### config.mk
export PLATFORM = sky130hd
export DESIGN_NAME = binary_image_raw_moments_core
export DESIGN_NICKNAME = d
export VERILOG_FILES = /design/src/hdl/bim_pkg.sv /design/src/hdl/bim_ctrl.sv /design/src/hdl/bim_datapath.sv /design/src/hdl/binary_image_raw_moments_core.sv
export SDC_FILE = /design/constraint.sdc
export NUM_CORES = 2
export LEC_CHECK = 0
export BUFFER_PORTS_ARGS = -buffer_cell sky130_fd_sc_hd__buf_2
export CAP_MARGIN = 20
export CORE_UTILIZATION = 50
export DETAILED_ROUTE_END_ITERATION = 8
export GPL_TIMING_DRIVEN = 0
export PLACE_DENSITY = 0.67
export SETUP_SLACK_MARGIN = 0.1
export SLEW_MARGIN = 20
export SYNTH_ARGS = -nofsm -noshare
export SYNTH_HDL_FRONTEND = slang
export SYNTH_SLANG_ARGS = --single-unit
### constraint.sdc
create_clock -name clk -period 28.7 [get_ports clk]
set_input_delay 0 -clock clk [delete_from_list [all_inputs] [get_ports clk]]
set_output_delay 0 -clock clk [all_outputs]
set_load 0.1 [all_outputs]
### src/hdl/bim_pkg.sv
// ----------------------------------------------------------------------------
// bim_pkg
// shared constants, register indexes and control types for the raw moments
// core
// ----------------------------------------------------------------------------
package bim_pkg;

  localparam int MAX_DIM = 1024;
  localparam int COORD_W = $clog2(MAX_DIM);
  localparam int SIZE_W  = COORD_W + 1;
  localparam int SQ_W    = 2 * COORD_W;
  localparam int CUBE_W  = 3 * COORD_W;

  localparam int CFG_W     = 11;
  localparam int CFG_IDX_W = 1;
  localparam int PIXEL_W   = 8;

  localparam logic [CFG_IDX_W-1:0] REG_FRAME_WIDTH  = 1'b0;
  localparam logic [CFG_IDX_W-1:0] REG_FRAME_HEIGHT = 1'b1;
  localparam logic [CFG_W-1:0]     SIZE_RESET       = 11'd1024;

  localparam int AREA_W    = 21;
  localparam int SUM_X_W   = 29;
  localparam int SUM_Y_W   = 29;
  localparam int SUM_XY_W  = 38;
  localparam int SUM_XX_W  = 39;
  localparam int SUM_YY_W  = 39;
  localparam int SUM_XXY_W = 48;
  localparam int SUM_XYY_W = 48;
  localparam int SUM_XXX_W = 48;
  localparam int SUM_YYY_W = 48;

  typedef struct packed {
    logic capture;
    logic mul1;
    logic mul2;
    logic accumulate;
  } cmd_t;

  typedef struct packed {
    logic frame_end;
    logic out_blocked;
  } status_t;

endpackage

### src/hdl/bim_ctrl.sv
// ----------------------------------------------------------------------------
// bim_ctrl
// sequencer for one pixel word: capture, two multiply steps, accumulate
// ----------------------------------------------------------------------------
module bim_ctrl (
  input  logic             clk,
  input  logic             rst,
  input  logic             pixel_valid,
  output logic             pixel_ready,
  input  bim_pkg::status_t status,
  output bim_pkg::cmd_t    cmd
);

  localparam logic [1:0] ST_IDLE = 2'd0;
  localparam logic [1:0] ST_MUL1 = 2'd1;
  localparam logic [1:0] ST_MUL2 = 2'd2;
  localparam logic [1:0] ST_ACC  = 2'd3;

  logic [1:0] state;
  logic [1:0] state_next;
  logic       acc_go;

  assign acc_go = !(status.frame_end && status.out_blocked);

  always_comb begin
    state_next     = state;
    cmd            = '0;
    pixel_ready    = 1'b0;
    case (state)
      ST_IDLE: begin
        pixel_ready = 1'b1;
        if (pixel_valid) begin
          cmd.capture = 1'b1;
          state_next  = ST_MUL1;
        end
      end
      ST_MUL1: begin
        cmd.mul1   = 1'b1;
        state_next = ST_MUL2;
      end
      ST_MUL2: begin
        cmd.mul2   = 1'b1;
        state_next = ST_ACC;
      end
      ST_ACC: begin
        if (acc_go) begin
          cmd.accumulate = 1'b1;
          state_next     = ST_IDLE;
        end
      end
      default: begin
        state_next = ST_IDLE;
      end
    endcase
  end

  always_ff @(posedge clk) begin
    if (rst) begin
      state <= ST_IDLE;
    end else begin
      state <= state_next;
    end
  end

endmodule

### src/hdl/bim_datapath.sv
// ----------------------------------------------------------------------------
// bim_datapath
// frame size registers, position counters, coordinate products, moment sums
// and the result register
// ----------------------------------------------------------------------------
module bim_datapath (
  input  logic                               clk,
  input  logic                               rst,
  input  logic                               cfg_write,
  input  logic [bim_pkg::CFG_IDX_W-1:0]      cfg_index,
  input  logic [bim_pkg::CFG_W-1:0]          cfg_data,
  input  logic [bim_pkg::PIXEL_W-1:0]        pixel,
  input  bim_pkg::cmd_t                      cmd,
  output bim_pkg::status_t                   status,
  input  logic                               result_ready,
  output logic                               result_valid,
  output logic [bim_pkg::AREA_W-1:0]         area,
  output logic [bim_pkg::SUM_X_W-1:0]        sum_x,
  output logic [bim_pkg::SUM_Y_W-1:0]        sum_y,
  output logic [bim_pkg::SUM_XY_W-1:0]       sum_xy,
  output logic [bim_pkg::SUM_XX_W-1:0]       sum_xx,
  output logic [bim_pkg::SUM_YY_W-1:0]       sum_yy,
  output logic [bim_pkg::SUM_XXY_W-1:0]      sum_xxy,
  output logic [bim_pkg::SUM_XYY_W-1:0]      sum_xyy,
  output logic [bim_pkg::SUM_XXX_W-1:0]      sum_xxx,
  output logic [bim_pkg::SUM_YYY_W-1:0]      sum_yyy
);

  logic [bim_pkg::CFG_W-1:0]   frame_width;
  logic [bim_pkg::CFG_W-1:0]   frame_height;
  logic [bim_pkg::SIZE_W-1:0]  width_eff;
  logic [bim_pkg::SIZE_W-1:0]  height_eff;
  logic                        last_col;
  logic                        last_row;

  logic [bim_pkg::COORD_W-1:0] column;
  logic [bim_pkg::COORD_W-1:0] row;

  logic                        set;
  logic [bim_pkg::SQ_W-1:0]    p_xy;
  logic [bim_pkg::SQ_W-1:0]    p_xx;
  logic [bim_pkg::SQ_W-1:0]    p_yy;
  logic [bim_pkg::CUBE_W-1:0]  p_xxy;
  logic [bim_pkg::CUBE_W-1:0]  p_xyy;
  logic [bim_pkg::CUBE_W-1:0]  p_xxx;
  logic [bim_pkg::CUBE_W-1:0]  p_yyy;

  logic [bim_pkg::AREA_W-1:0]    acc_area,    acc_area_next;
  logic [bim_pkg::SUM_X_W-1:0]   acc_x,       acc_x_next;
  logic [bim_pkg::SUM_Y_W-1:0]   acc_y,       acc_y_next;
  logic [bim_pkg::SUM_XY_W-1:0]  acc_xy,      acc_xy_next;
  logic [bim_pkg::SUM_XX_W-1:0]  acc_xx,      acc_xx_next;
  logic [bim_pkg::SUM_YY_W-1:0]  acc_yy,      acc_yy_next;
  logic [bim_pkg::SUM_XXY_W-1:0] acc_xxy,     acc_xxy_next;
  logic [bim_pkg::SUM_XYY_W-1:0] acc_xyy,     acc_xyy_next;
  logic [bim_pkg::SUM_XXX_W-1:0] acc_xxx,     acc_xxx_next;
  logic [bim_pkg::SUM_YYY_W-1:0] acc_yyy,     acc_yyy_next;

  // zero size counts as one, oversize saturates
  always_comb begin
    if (frame_width == '0) begin
      width_eff = bim_pkg::SIZE_W'(1);
    end else if (int'(frame_width) > bim_pkg::MAX_DIM) begin
      width_eff = bim_pkg::SIZE_W'(bim_pkg::MAX_DIM);
    end else begin
      width_eff = bim_pkg::SIZE_W'(frame_width);
    end
    if (frame_height == '0) begin
      height_eff = bim_pkg::SIZE_W'(1);
    end else if (int'(frame_height) > bim_pkg::MAX_DIM) begin
      height_eff = bim_pkg::SIZE_W'(bim_pkg::MAX_DIM);
    end else begin
      height_eff = bim_pkg::SIZE_W'(frame_height);
    end
  end

  assign last_col = bim_pkg::SIZE_W'(column) >= (width_eff - bim_pkg::SIZE_W'(1));
  assign last_row = bim_pkg::SIZE_W'(row) >= (height_eff - bim_pkg::SIZE_W'(1));

  assign status.frame_end   = last_col && last_row;
  assign status.out_blocked = result_valid && !result_ready;

  always_ff @(posedge clk) begin
    if (rst) begin
      frame_width  <= bim_pkg::SIZE_RESET;
      frame_height <= bim_pkg::SIZE_RESET;
    end else if (cfg_write) begin
      case (cfg_index)
        bim_pkg::REG_FRAME_WIDTH:  frame_width  <= cfg_data;
        bim_pkg::REG_FRAME_HEIGHT: frame_height <= cfg_data;
        default: begin
        end
      endcase
    end
  end

  // product pipeline, payload only
  always_ff @(posedge clk) begin
    if (cmd.capture) begin
      set <= (pixel != '0);
    end
    if (cmd.mul1) begin
      p_xy <= bim_pkg::SQ_W'(column) * bim_pkg::SQ_W'(row);
      p_xx <= bim_pkg::SQ_W'(column) * bim_pkg::SQ_W'(column);
      p_yy <= bim_pkg::SQ_W'(row) * bim_pkg::SQ_W'(row);
    end
    if (cmd.mul2) begin
      p_xxy <= bim_pkg::CUBE_W'(p_xx) * bim_pkg::CUBE_W'(row);
      p_xyy <= bim_pkg::CUBE_W'(p_xy) * bim_pkg::CUBE_W'(row);
      p_xxx <= bim_pkg::CUBE_W'(p_xx) * bim_pkg::CUBE_W'(column);
      p_yyy <= bim_pkg::CUBE_W'(p_yy) * bim_pkg::CUBE_W'(row);
    end
  end

  always_comb begin
    acc_area_next = acc_area;
    acc_x_next    = acc_x;
    acc_y_next    = acc_y;
    acc_xy_next   = acc_xy;
    acc_xx_next   = acc_xx;
    acc_yy_next   = acc_yy;
    acc_xxy_next  = acc_xxy;
    acc_xyy_next  = acc_xyy;
    acc_xxx_next  = acc_xxx;
    acc_yyy_next  = acc_yyy;
    if (set) begin
      acc_area_next = acc_area + bim_pkg::AREA_W'(1);
      acc_x_next    = acc_x   + bim_pkg::SUM_X_W'(column);
      acc_y_next    = acc_y   + bim_pkg::SUM_Y_W'(row);
      acc_xy_next   = acc_xy  + bim_pkg::SUM_XY_W'(p_xy);
      acc_xx_next   = acc_xx  + bim_pkg::SUM_XX_W'(p_xx);
      acc_yy_next   = acc_yy  + bim_pkg::SUM_YY_W'(p_yy);
      acc_xxy_next  = acc_xxy + bim_pkg::SUM_XXY_W'(p_xxy);
      acc_xyy_next  = acc_xyy + bim_pkg::SUM_XYY_W'(p_xyy);
      acc_xxx_next  = acc_xxx + bim_pkg::SUM_XXX_W'(p_xxx);
      acc_yyy_next  = acc_yyy + bim_pkg::SUM_YYY_W'(p_yyy);
    end
  end

  always_ff @(posedge clk) begin
    if (rst) begin
      column   <= '0;
      row      <= '0;
      acc_area <= '0;
      acc_x    <= '0;
      acc_y    <= '0;
      acc_xy   <= '0;
      acc_xx   <= '0;
      acc_yy   <= '0;
      acc_xxy  <= '0;
      acc_xyy  <= '0;
      acc_xxx  <= '0;
      acc_yyy  <= '0;
    end else if (cmd.accumulate) begin
      if (!last_col) begin
        column <= column + bim_pkg::COORD_W'(1);
      end else begin
        column <= '0;
        if (!last_row) begin
          row <= row + bim_pkg::COORD_W'(1);
        end else begin
          row <= '0;
        end
      end
      if (status.frame_end) begin
        acc_area <= '0;
        acc_x    <= '0;
        acc_y    <= '0;
        acc_xy   <= '0;
        acc_xx   <= '0;
        acc_yy   <= '0;
        acc_xxy  <= '0;
        acc_xyy  <= '0;
        acc_xxx  <= '0;
        acc_yyy  <= '0;
      end else begin
        acc_area <= acc_area_next;
        acc_x    <= acc_x_next;
        acc_y    <= acc_y_next;
        acc_xy   <= acc_xy_next;
        acc_xx   <= acc_xx_next;
        acc_yy   <= acc_yy_next;
        acc_xxy  <= acc_xxy_next;
        acc_xyy  <= acc_xyy_next;
        acc_xxx  <= acc_xxx_next;
        acc_yyy  <= acc_yyy_next;
      end
    end
  end

  // result register
  always_ff @(posedge clk) begin
    if (rst) begin
      result_valid <= 1'b0;
    end else if (cmd.accumulate && status.frame_end) begin
      result_valid <= 1'b1;
    end else if (result_ready) begin
      result_valid <= 1'b0;
    end
  end

  always_ff @(posedge clk) begin
    if (cmd.accumulate && status.frame_end) begin
      area    <= acc_area_next;
      sum_x   <= acc_x_next;
      sum_y   <= acc_y_next;
      sum_xy  <= acc_xy_next;
      sum_xx  <= acc_xx_next;
      sum_yy  <= acc_yy_next;
      sum_xxy <= acc_xxy_next;
      sum_xyy <= acc_xyy_next;
      sum_xxx <= acc_xxx_next;
      sum_yyy <= acc_yyy_next;
    end
  end

endmodule

### src/hdl/binary_image_raw_moments_core.sv
// ----------------------------------------------------------------------------
// binary_image_raw_moments_core
// raw moments of orders 0 to 3 over a binary image streamed in raster order
// ----------------------------------------------------------------------------
// Each pixel word goes through four steps: accept, two multiply steps that
// form the coordinate products, and one accumulate step; a new pixel is
// accepted only after the previous one has finished them. The column and row
// are counted inside from frame_width and frame_height (a size of zero acts
// as one, a size above 1024 acts as 1024). On the last pixel of a frame the
// ten sums, that pixel included, are loaded into the result register and the
// sums and position clear; the next pixel is accepted while the result
// waits; the core holds only if a new frame ends before that result is
// taken. Size registers must be written while the core is idle; not enforced.
// ----------------------------------------------------------------------------
module binary_image_raw_moments_core (
  input  logic                               clk,
  input  logic                               rst,
  input  logic                               cfg_write,
  input  logic [bim_pkg::CFG_IDX_W-1:0]      cfg_index,
  input  logic [bim_pkg::CFG_W-1:0]          cfg_data,
  input  logic                               pixel_valid,
  output logic                               pixel_ready,
  input  logic [bim_pkg::PIXEL_W-1:0]        pixel,
  output logic                               result_valid,
  input  logic                               result_ready,
  output logic [bim_pkg::AREA_W-1:0]         area,
  output logic [bim_pkg::SUM_X_W-1:0]        sum_x,
  output logic [bim_pkg::SUM_Y_W-1:0]        sum_y,
  output logic [bim_pkg::SUM_XY_W-1:0]       sum_xy,
  output logic [bim_pkg::SUM_XX_W-1:0]       sum_xx,
  output logic [bim_pkg::SUM_YY_W-1:0]       sum_yy,
  output logic [bim_pkg::SUM_XXY_W-1:0]      sum_xxy,
  output logic [bim_pkg::SUM_XYY_W-1:0]      sum_xyy,
  output logic [bim_pkg::SUM_XXX_W-1:0]      sum_xxx,
  output logic [bim_pkg::SUM_YYY_W-1:0]      sum_yyy
);

  bim_pkg::cmd_t    cmd;
  bim_pkg::status_t status;

  bim_ctrl u_ctrl (
    .clk         (clk),
    .rst         (rst),
    .pixel_valid (pixel_valid),
    .pixel_ready (pixel_ready),
    .status      (status),
    .cmd         (cmd)
  );

  bim_datapath u_datapath (
    .clk          (clk),
    .rst          (rst),
    .cfg_write    (cfg_write),
    .cfg_index    (cfg_index),
    .cfg_data     (cfg_data),
    .pixel        (pixel),
    .cmd          (cmd),
    .status       (status),
    .result_ready (result_ready),
    .result_valid (result_valid),
    .area         (area),
    .sum_x        (sum_x),
    .sum_y        (sum_y),
    .sum_xy       (sum_xy),
    .sum_xx       (sum_xx),
    .sum_yy       (sum_yy),
    .sum_xxy      (sum_xxy),
    .sum_xyy      (sum_xyy),
    .sum_xxx      (sum_xxx),
    .sum_yyy      (sum_yyy)
  );

`ifndef ASSERT_OFF
  assert property (@(posedge clk) disable iff (rst)
    $onehot0({cmd.capture, cmd.mul1, cmd.mul2, cmd.accumulate}))
    else $error("more than one datapath command at once");

  assert property (@(posedge clk) disable iff (rst)
    (pixel_valid && pixel_ready) |=> !pixel_ready ##1 !pixel_ready ##1 !pixel_ready)
    else $error("pixel accepted during the multiply sequence");

  assert property (@(posedge clk) disable iff (rst)
    $rose(result_valid) |-> $past(cmd.accumulate && status.frame_end))
    else $error("result word raised without a frame end");

  assert property (@(posedge clk) disable iff (rst)
    cmd.accumulate |-> !(status.frame_end && status.out_blocked))
    else $error("frame end would overwrite a pending result word");
`endif

endmodule
Yosys cells after proc, flatten, opt, wreduce, memory -nomap -nowiden
Cells that the tools add are included.
W data, S select, Z words.

word-level totals
  input bits = 25
  register bits = 1000

operators by class
  bitwise operators = 1
  reduce and logical (&&, ||, !) cells = 14
  muxes and demuxes = 38
  order comparisons = 4
  equal/unequal tests = 5
  add/sub/neg operators = 14
  multipliers = 7

operators with widths
  cell                     count
  $mux W48                 8
  $add A48 B30 Y48         4
  $mux W39                 4
  $mul A20 B10 Y30         4
  $mux W29                 4
  $add A39 B20 Y39         2
  $mux W38                 2
  $mul A10 B10 Y20         3
  $add A29 B10 Y29         2
  $mux W11                 4
  $mux W21                 2
  $add A38 B20 Y38         1
  $ge A10 B11 Y1           2
  $gt A11 B11 Y1 const B   2
  $logic_not A11 Y1        2
  $sub A11 B1 Y11 const B  2
  $add A21 B1 Y21 const B  1
  $add A10 B1 Y10 const B  2
  $mux W10                 2
  $mux W1                  9
  $pmux W2 S4              1
  $reduce_and A2 Y1        4
  $reduce_bool A8 Y1       1
  $eq A2 B2 Y1 const B     2
  other kinds (8)          13

Longest topological paths before layout
  word-level depth = 11
  mapped depth = 26
  gate-level depth less buffers = 22

By module
Synthesis repeated with hierarchy kept, for this count alone.

unflattened totals
  cell total of the unflattened synthesis = 8364
  area, all modules = 81535.7 µm²

by module, submodules not included
  module        instances  sequential area each (µm²)  cells an instance  area an instance (µm²)
  bim_datapath  1          25604.6                     8346               81361.8
  bim_ctrl      1          40.0                        18                 173.9

Worst setup path before layout
No wires, ideal clock.

  path type = flip-flop to flip-flop
  start = reg u_datapath.frame_height[2] (netlist bit)
  end = reg u_datapath.area[0] (netlist bit) (enable)
  cell stages (with the launch flop) = 19
  arrival = 19150 ps
  setup slack = 8406 ps
  period minus slack after synthesis = 20294 ps
  required time = 27555 ps
  cells stage by stage = dfxtp_1 nor4_1 nand2b_1 or3_1 o21bai_1 nand2_1 ha_1 clkbuf_1 or3b_2 a32oi_1 ha_1 o21a_1 o21a_1 o22ai_1 a31oi_1 o21ai_1 nor2_1 nand2_1 nor2_1

between the ends
  cells in the longest elaborated chain, start to end = 10
  elaborated cells on any way between the ends = 11
  those cells by class = add/sub: 1; order compare: 2; mux: 4; reduce/logical: 4

ends and longest elaborated chain
  what                     RTL line             text
  from (decl)              bim_datapath.sv:30   logic [bim_pkg::CFG_W-1:0] frame_height;
  from (signal assigned)   bim_datapath.sv:86   frame_height <= bim_pkg::SIZE_RESET;
  from (signal assigned)   bim_datapath.sv:90   bim_pkg::REG_FRAME_HEIGHT: frame_height <= cfg_data;
  $gt A11 B11 Y1           bim_datapath.sv:70   end else if (int'(frame_height) > bim_pkg::MAX_DIM) begin
  $mux W11                 bim_datapath.sv:70
  $mux W11 (*)             bim_datapath.sv:68   if (frame_height == '0) begin
  $sub A11 B1 Y11 (*)      bim_datapath.sv:78   assign last_row = bim_pkg::SIZE_W'(row) >= (height_eff - bim_pkg::SIZE_W'(1));
  $ge A10 B11 Y1 (*)       bim_datapath.sv:78
  $logic_and A1 B1 Y1 (*)  bim_datapath.sv:80   assign status.frame_end = last_col && last_row;
  $logic_and A1 B1 Y1      bim_ctrl.sv:23       assign acc_go = !(status.frame_end && status.out_blocked);
  $mux W1                  bim_ctrl.sv:46       if (acc_go) begin
  $mux W1                  bim_ctrl.sv:29       case (state)
  $logic_and A1 B1 Y1 (*)  bim_datapath.sv:203  if (cmd.accumulate && status.frame_end) begin
  to (signal assigned)     bim_datapath.sv:204  area <= acc_area_next;
  to (decl)                bim_datapath.sv:17   output logic [bim_pkg::AREA_W-1:0] area,

Mark *: on every way between the ends. The rest lies on a longest branch, timed or not.
A chain may end at the register's enable or synchronous reset.

Worst setup path after layout
  start = reg u_datapath.row[1] (netlist bit)
  end = reg u_datapath.p_xxy[29] (netlist bit) (data pin)

between the ends
  cells in the longest elaborated chain, start to end = 1

ends and longest elaborated chain
  what                    RTL line             text
  from (decl)             bim_datapath.sv:37   logic [bim_pkg::COORD_W-1:0] row;
  from (signal assigned)  bim_datapath.sv:160  row <= row + bim_pkg::COORD_W'(1);
  $mul A20 B10 Y30        bim_datapath.sv:108  p_xxy <= bim_pkg::CUBE_W'(p_xx) * bim_pkg::CUBE_W'(row);
  to (signal assigned)    bim_datapath.sv:108
  to (decl)               bim_datapath.sv:43   logic [bim_pkg::CUBE_W-1:0] p_xxy;

No other way between the ends.

==> flow_summary.ini <==
[yosys]
synthCells = 8137
synth_edf_count = 566
synth_flop_cell = edfxtp_1
synth_area_um2 = 80770
synth_top_area_share = 0.2104
async_flop_share = 0
synth_top_cell_by_area = edfxtp_1
ys_types = 110
yosysWarnings = 0
synth.avg_cell_area_um2 = 9.927
ys_seq_area_frac = 0.3175
ys_seq_elements = 998
synth_area_leaders = edfxtp_1, fa_1, dfxtp_1, ha_1, xnor2_1

[setup_path]
crit_required_ns = 29.17
end_kind = register
cpMaxStageDelayCell = clkbuf_1
r2r_setup_slack_ns = 20.13
crit_type = register to register
cpMostUsedCell = fa_1
start_kind = register
rr_startpoint = u_datapath.row[1]
arrival_ns = 9.04
worst_path_largest_cell_delay_ns = 0.76
crit_fanout = 10
rr_endpoint = u_datapath.p_xxy[29]
worstPathCellList = clkbuf_1 -> clkbuf_1 -> clkbuf_1 -> nand2_1 -> fa_1 -> inv_1 -> fa_1 -> fa_1 -> fa_1 -> inv_1 -> fa_1 -> inv_1 -> ha_1 -> clkbuf_1 -> a211oi_1 -> o211ai_1 -> a31oi_1 -> o31ai_1 -> nor2b_1 -> a21oi_1 -> a211oi_1 -> a21oi_1 -> o21ai_1 -> xnor2_1
ff2ff_path_depth = 24

[floorplan]
start_util = 0.5036
chipWidth_um = 403.9
floorplan.die_area_um2 = 163200
pin_count = 414
placementRows = 147
die_height_um = 403.9
core-area_um2 = 160400

[clocking]
cts_buffer_depth = 3
tritoncts = yes
cts_buffers = 106
cts_sinks = 998
cts_htree_levels = 3
postCtsHoldBufs = 42
cts.clk_slew.worst_paths_ns = 0.06
ctsResizeCount = 0
clock_latency_ns = 0.79
cts_root_buf = clkbuf_16
cts_setup_buffers = 0

[cells_and_area]
final_common_cell = inv_1
postLayoutCellArea_um2 = 90630
layout.nets = 10120
fillers = 14050
area_growth_pct = 12.20
layout_common_cells = inv_1, nand2_1, fa_1
drive_gt1_frac = 0.1048

[sta]
fin_crit_ns = 8.569
totalNegativeSetupSlack_ns = 0
finClkSkew_ns = 0.07455
finalCritPeriodShare = 0.2986
setup_slack_ns = 20.13
relSlewSlack = 0.1346
rsz0062_at_grt = false
setup_viol = 0
hold_viol_final = 0
drv_slew = 0
tightest_slew_ns = 1.298
whs_ns = 0.04519
max_freq_mhz = 116.7

[detailed_routing]
drc = 0
ant_nets = 0
wl_mm = 264.7
drtPass1Iterations = 6
via_count = 63350
routed_via_density = 5.758
drt_iter0_markers = 5451
wl_per_cell_um = 24.06

[placement]
post-place-ws_ns = 20.26
dpl.hpwl_mm = 211.9
portBuffers = 413
place.gp.congestion = 0.9701
dpl_cell_area_um2 = 86250

[grt]
antenna_found_initial = 15
overflow = 0
grt_pass1_vias = 62310
gr-usage-all-layers = 0.3226
grt_max_degree = 58
grt_pass1_wl_mm = 391.3

[min_path]
worstHoldPathCells = 4
min_to = u_datapath.frame_width[8]
min_from = cfg_data[8]
hold_class = primary input to register

[power]
power_density_nw_per_um2 = 48.39
p_leak_nw = 41.19
total_power_mw = 4.386
ir_worst_vdd_v = 0.00004991

[outcome]
outcome = finished clean

[run]
maxCapViolCount = 0
==> synth_stat cells (230+ instances only) <==
library cell,count
inv_1,824
nand2_1,815
fa_1,712
ha_1,640
edfxtp_1,566
and2_1,513
nor2_1,447
dfxtp_1,432
a21oi_1,387
xnor2_1,385
clkbuf_1,301
o21ai_0,230
==> how the worst max path moves through the flow <==
stage                                     from               endpoint  cells past startpoint
floorplan           u_datapath.frame_height[2]     u_datapath.area[0]                     18
global placement    u_datapath.frame_height[2]  u_datapath.sum_xxx[0]                     18
CTS                          u_datapath.row[1]   u_datapath.p_xxy[29]                     24
finish                       u_datapath.row[1]   u_datapath.p_xxy[29]                     24
global route                 u_datapath.row[1]   u_datapath.p_xxy[29]                     24
detailed placement           u_datapath.row[1]   u_datapath.p_xxy[29]                     24
==> per-layer routing <==
metal,GRT usage,wire length (um),up-vias
met3,0.05600,22120,566
met4,0.1681,15380,8
li1,-,-,28950
met5,0,54,-
met1,0.4183,107000,31240
met2,0.5171,120200,2584
==> cell type report <==
type / count / area, um2 / share of cell area
multi-input cells: 5931 / 50570 / 0.5580
flip-flops and latches: 998 / 25640 / 0.2830
inverters: 829 / 3112 / 0.03433
clock inverters: 73 / 1027 / 0.01133
repair buffers: 482 / 3072 / 0.03389
clock buffers: 129 / 2904 / 0.03204
well taps: 2160 / 2703 / 0.02982
diodes: 9 / 22.52 / 0.0002485
plain buffers: 392 / 1573 / 0.01735
==> worst max-delay path: cells and delay by family (launching register included) <==
kind	cells	cell delay [ns]
xor+xnor	1	0.60
buf+inv	7	2.31
simple gates	2	0.37
compound gates	8	1.61
fa+ha+maj	6	2.80
flops	1	0.56
==> power breakdown <==
group          internal (mW)  switching, mW  leakage (nW)
registers               1.66          0.135          8.37
logic                  0.339          0.712          30.9
clock network          0.900          0.636          1.88
total                   2.90           1.48          41.2
==> state kept, by name (all words and copies together) (netlist names), 39 cells and up <==
signal	flops
u_datapath.sum_xyy	48
u_datapath.acc_yy	39
u_datapath.sum_xx	39
u_datapath.sum_yyy	48
u_datapath.acc_xyy	48
u_datapath.sum_xxx	48
u_datapath.acc_yyy	48
u_datapath.acc_xxx	48
u_datapath.sum_yy	39
u_datapath.acc_xx	39
u_datapath.sum_xxy	48
u_datapath.acc_xxy	48
==> metrics by stage <==
| step | util | std cells |
|---|---|---|
| after floorplan | - | 8150 |
| after global placement | 0.5337 | 10720 |
| after detailed placement | 0.5378 | 10750 |
| after CTS | 0.5649 | 10990 |
| after global routing | 0.5649 | 10990 |
| final | 0.5651 | 11000 |
==> cell families (layout without fill, tap and decap cells) <==
group	after synthesis	count (layout)	synth area share
flops	998	998	0.3175
compound gates	1553	1553	0.1295
buf+inv	1221	1905	0.05769
xor+xnor	528	528	0.05734
mux	171	171	0.02375
simple gates	2312	2312	0.1386
other cells	2	24	0.00009298
fa+ha+maj	1352	1352	0.2756
Note: power is estimated with default switching activity, not from simulation.
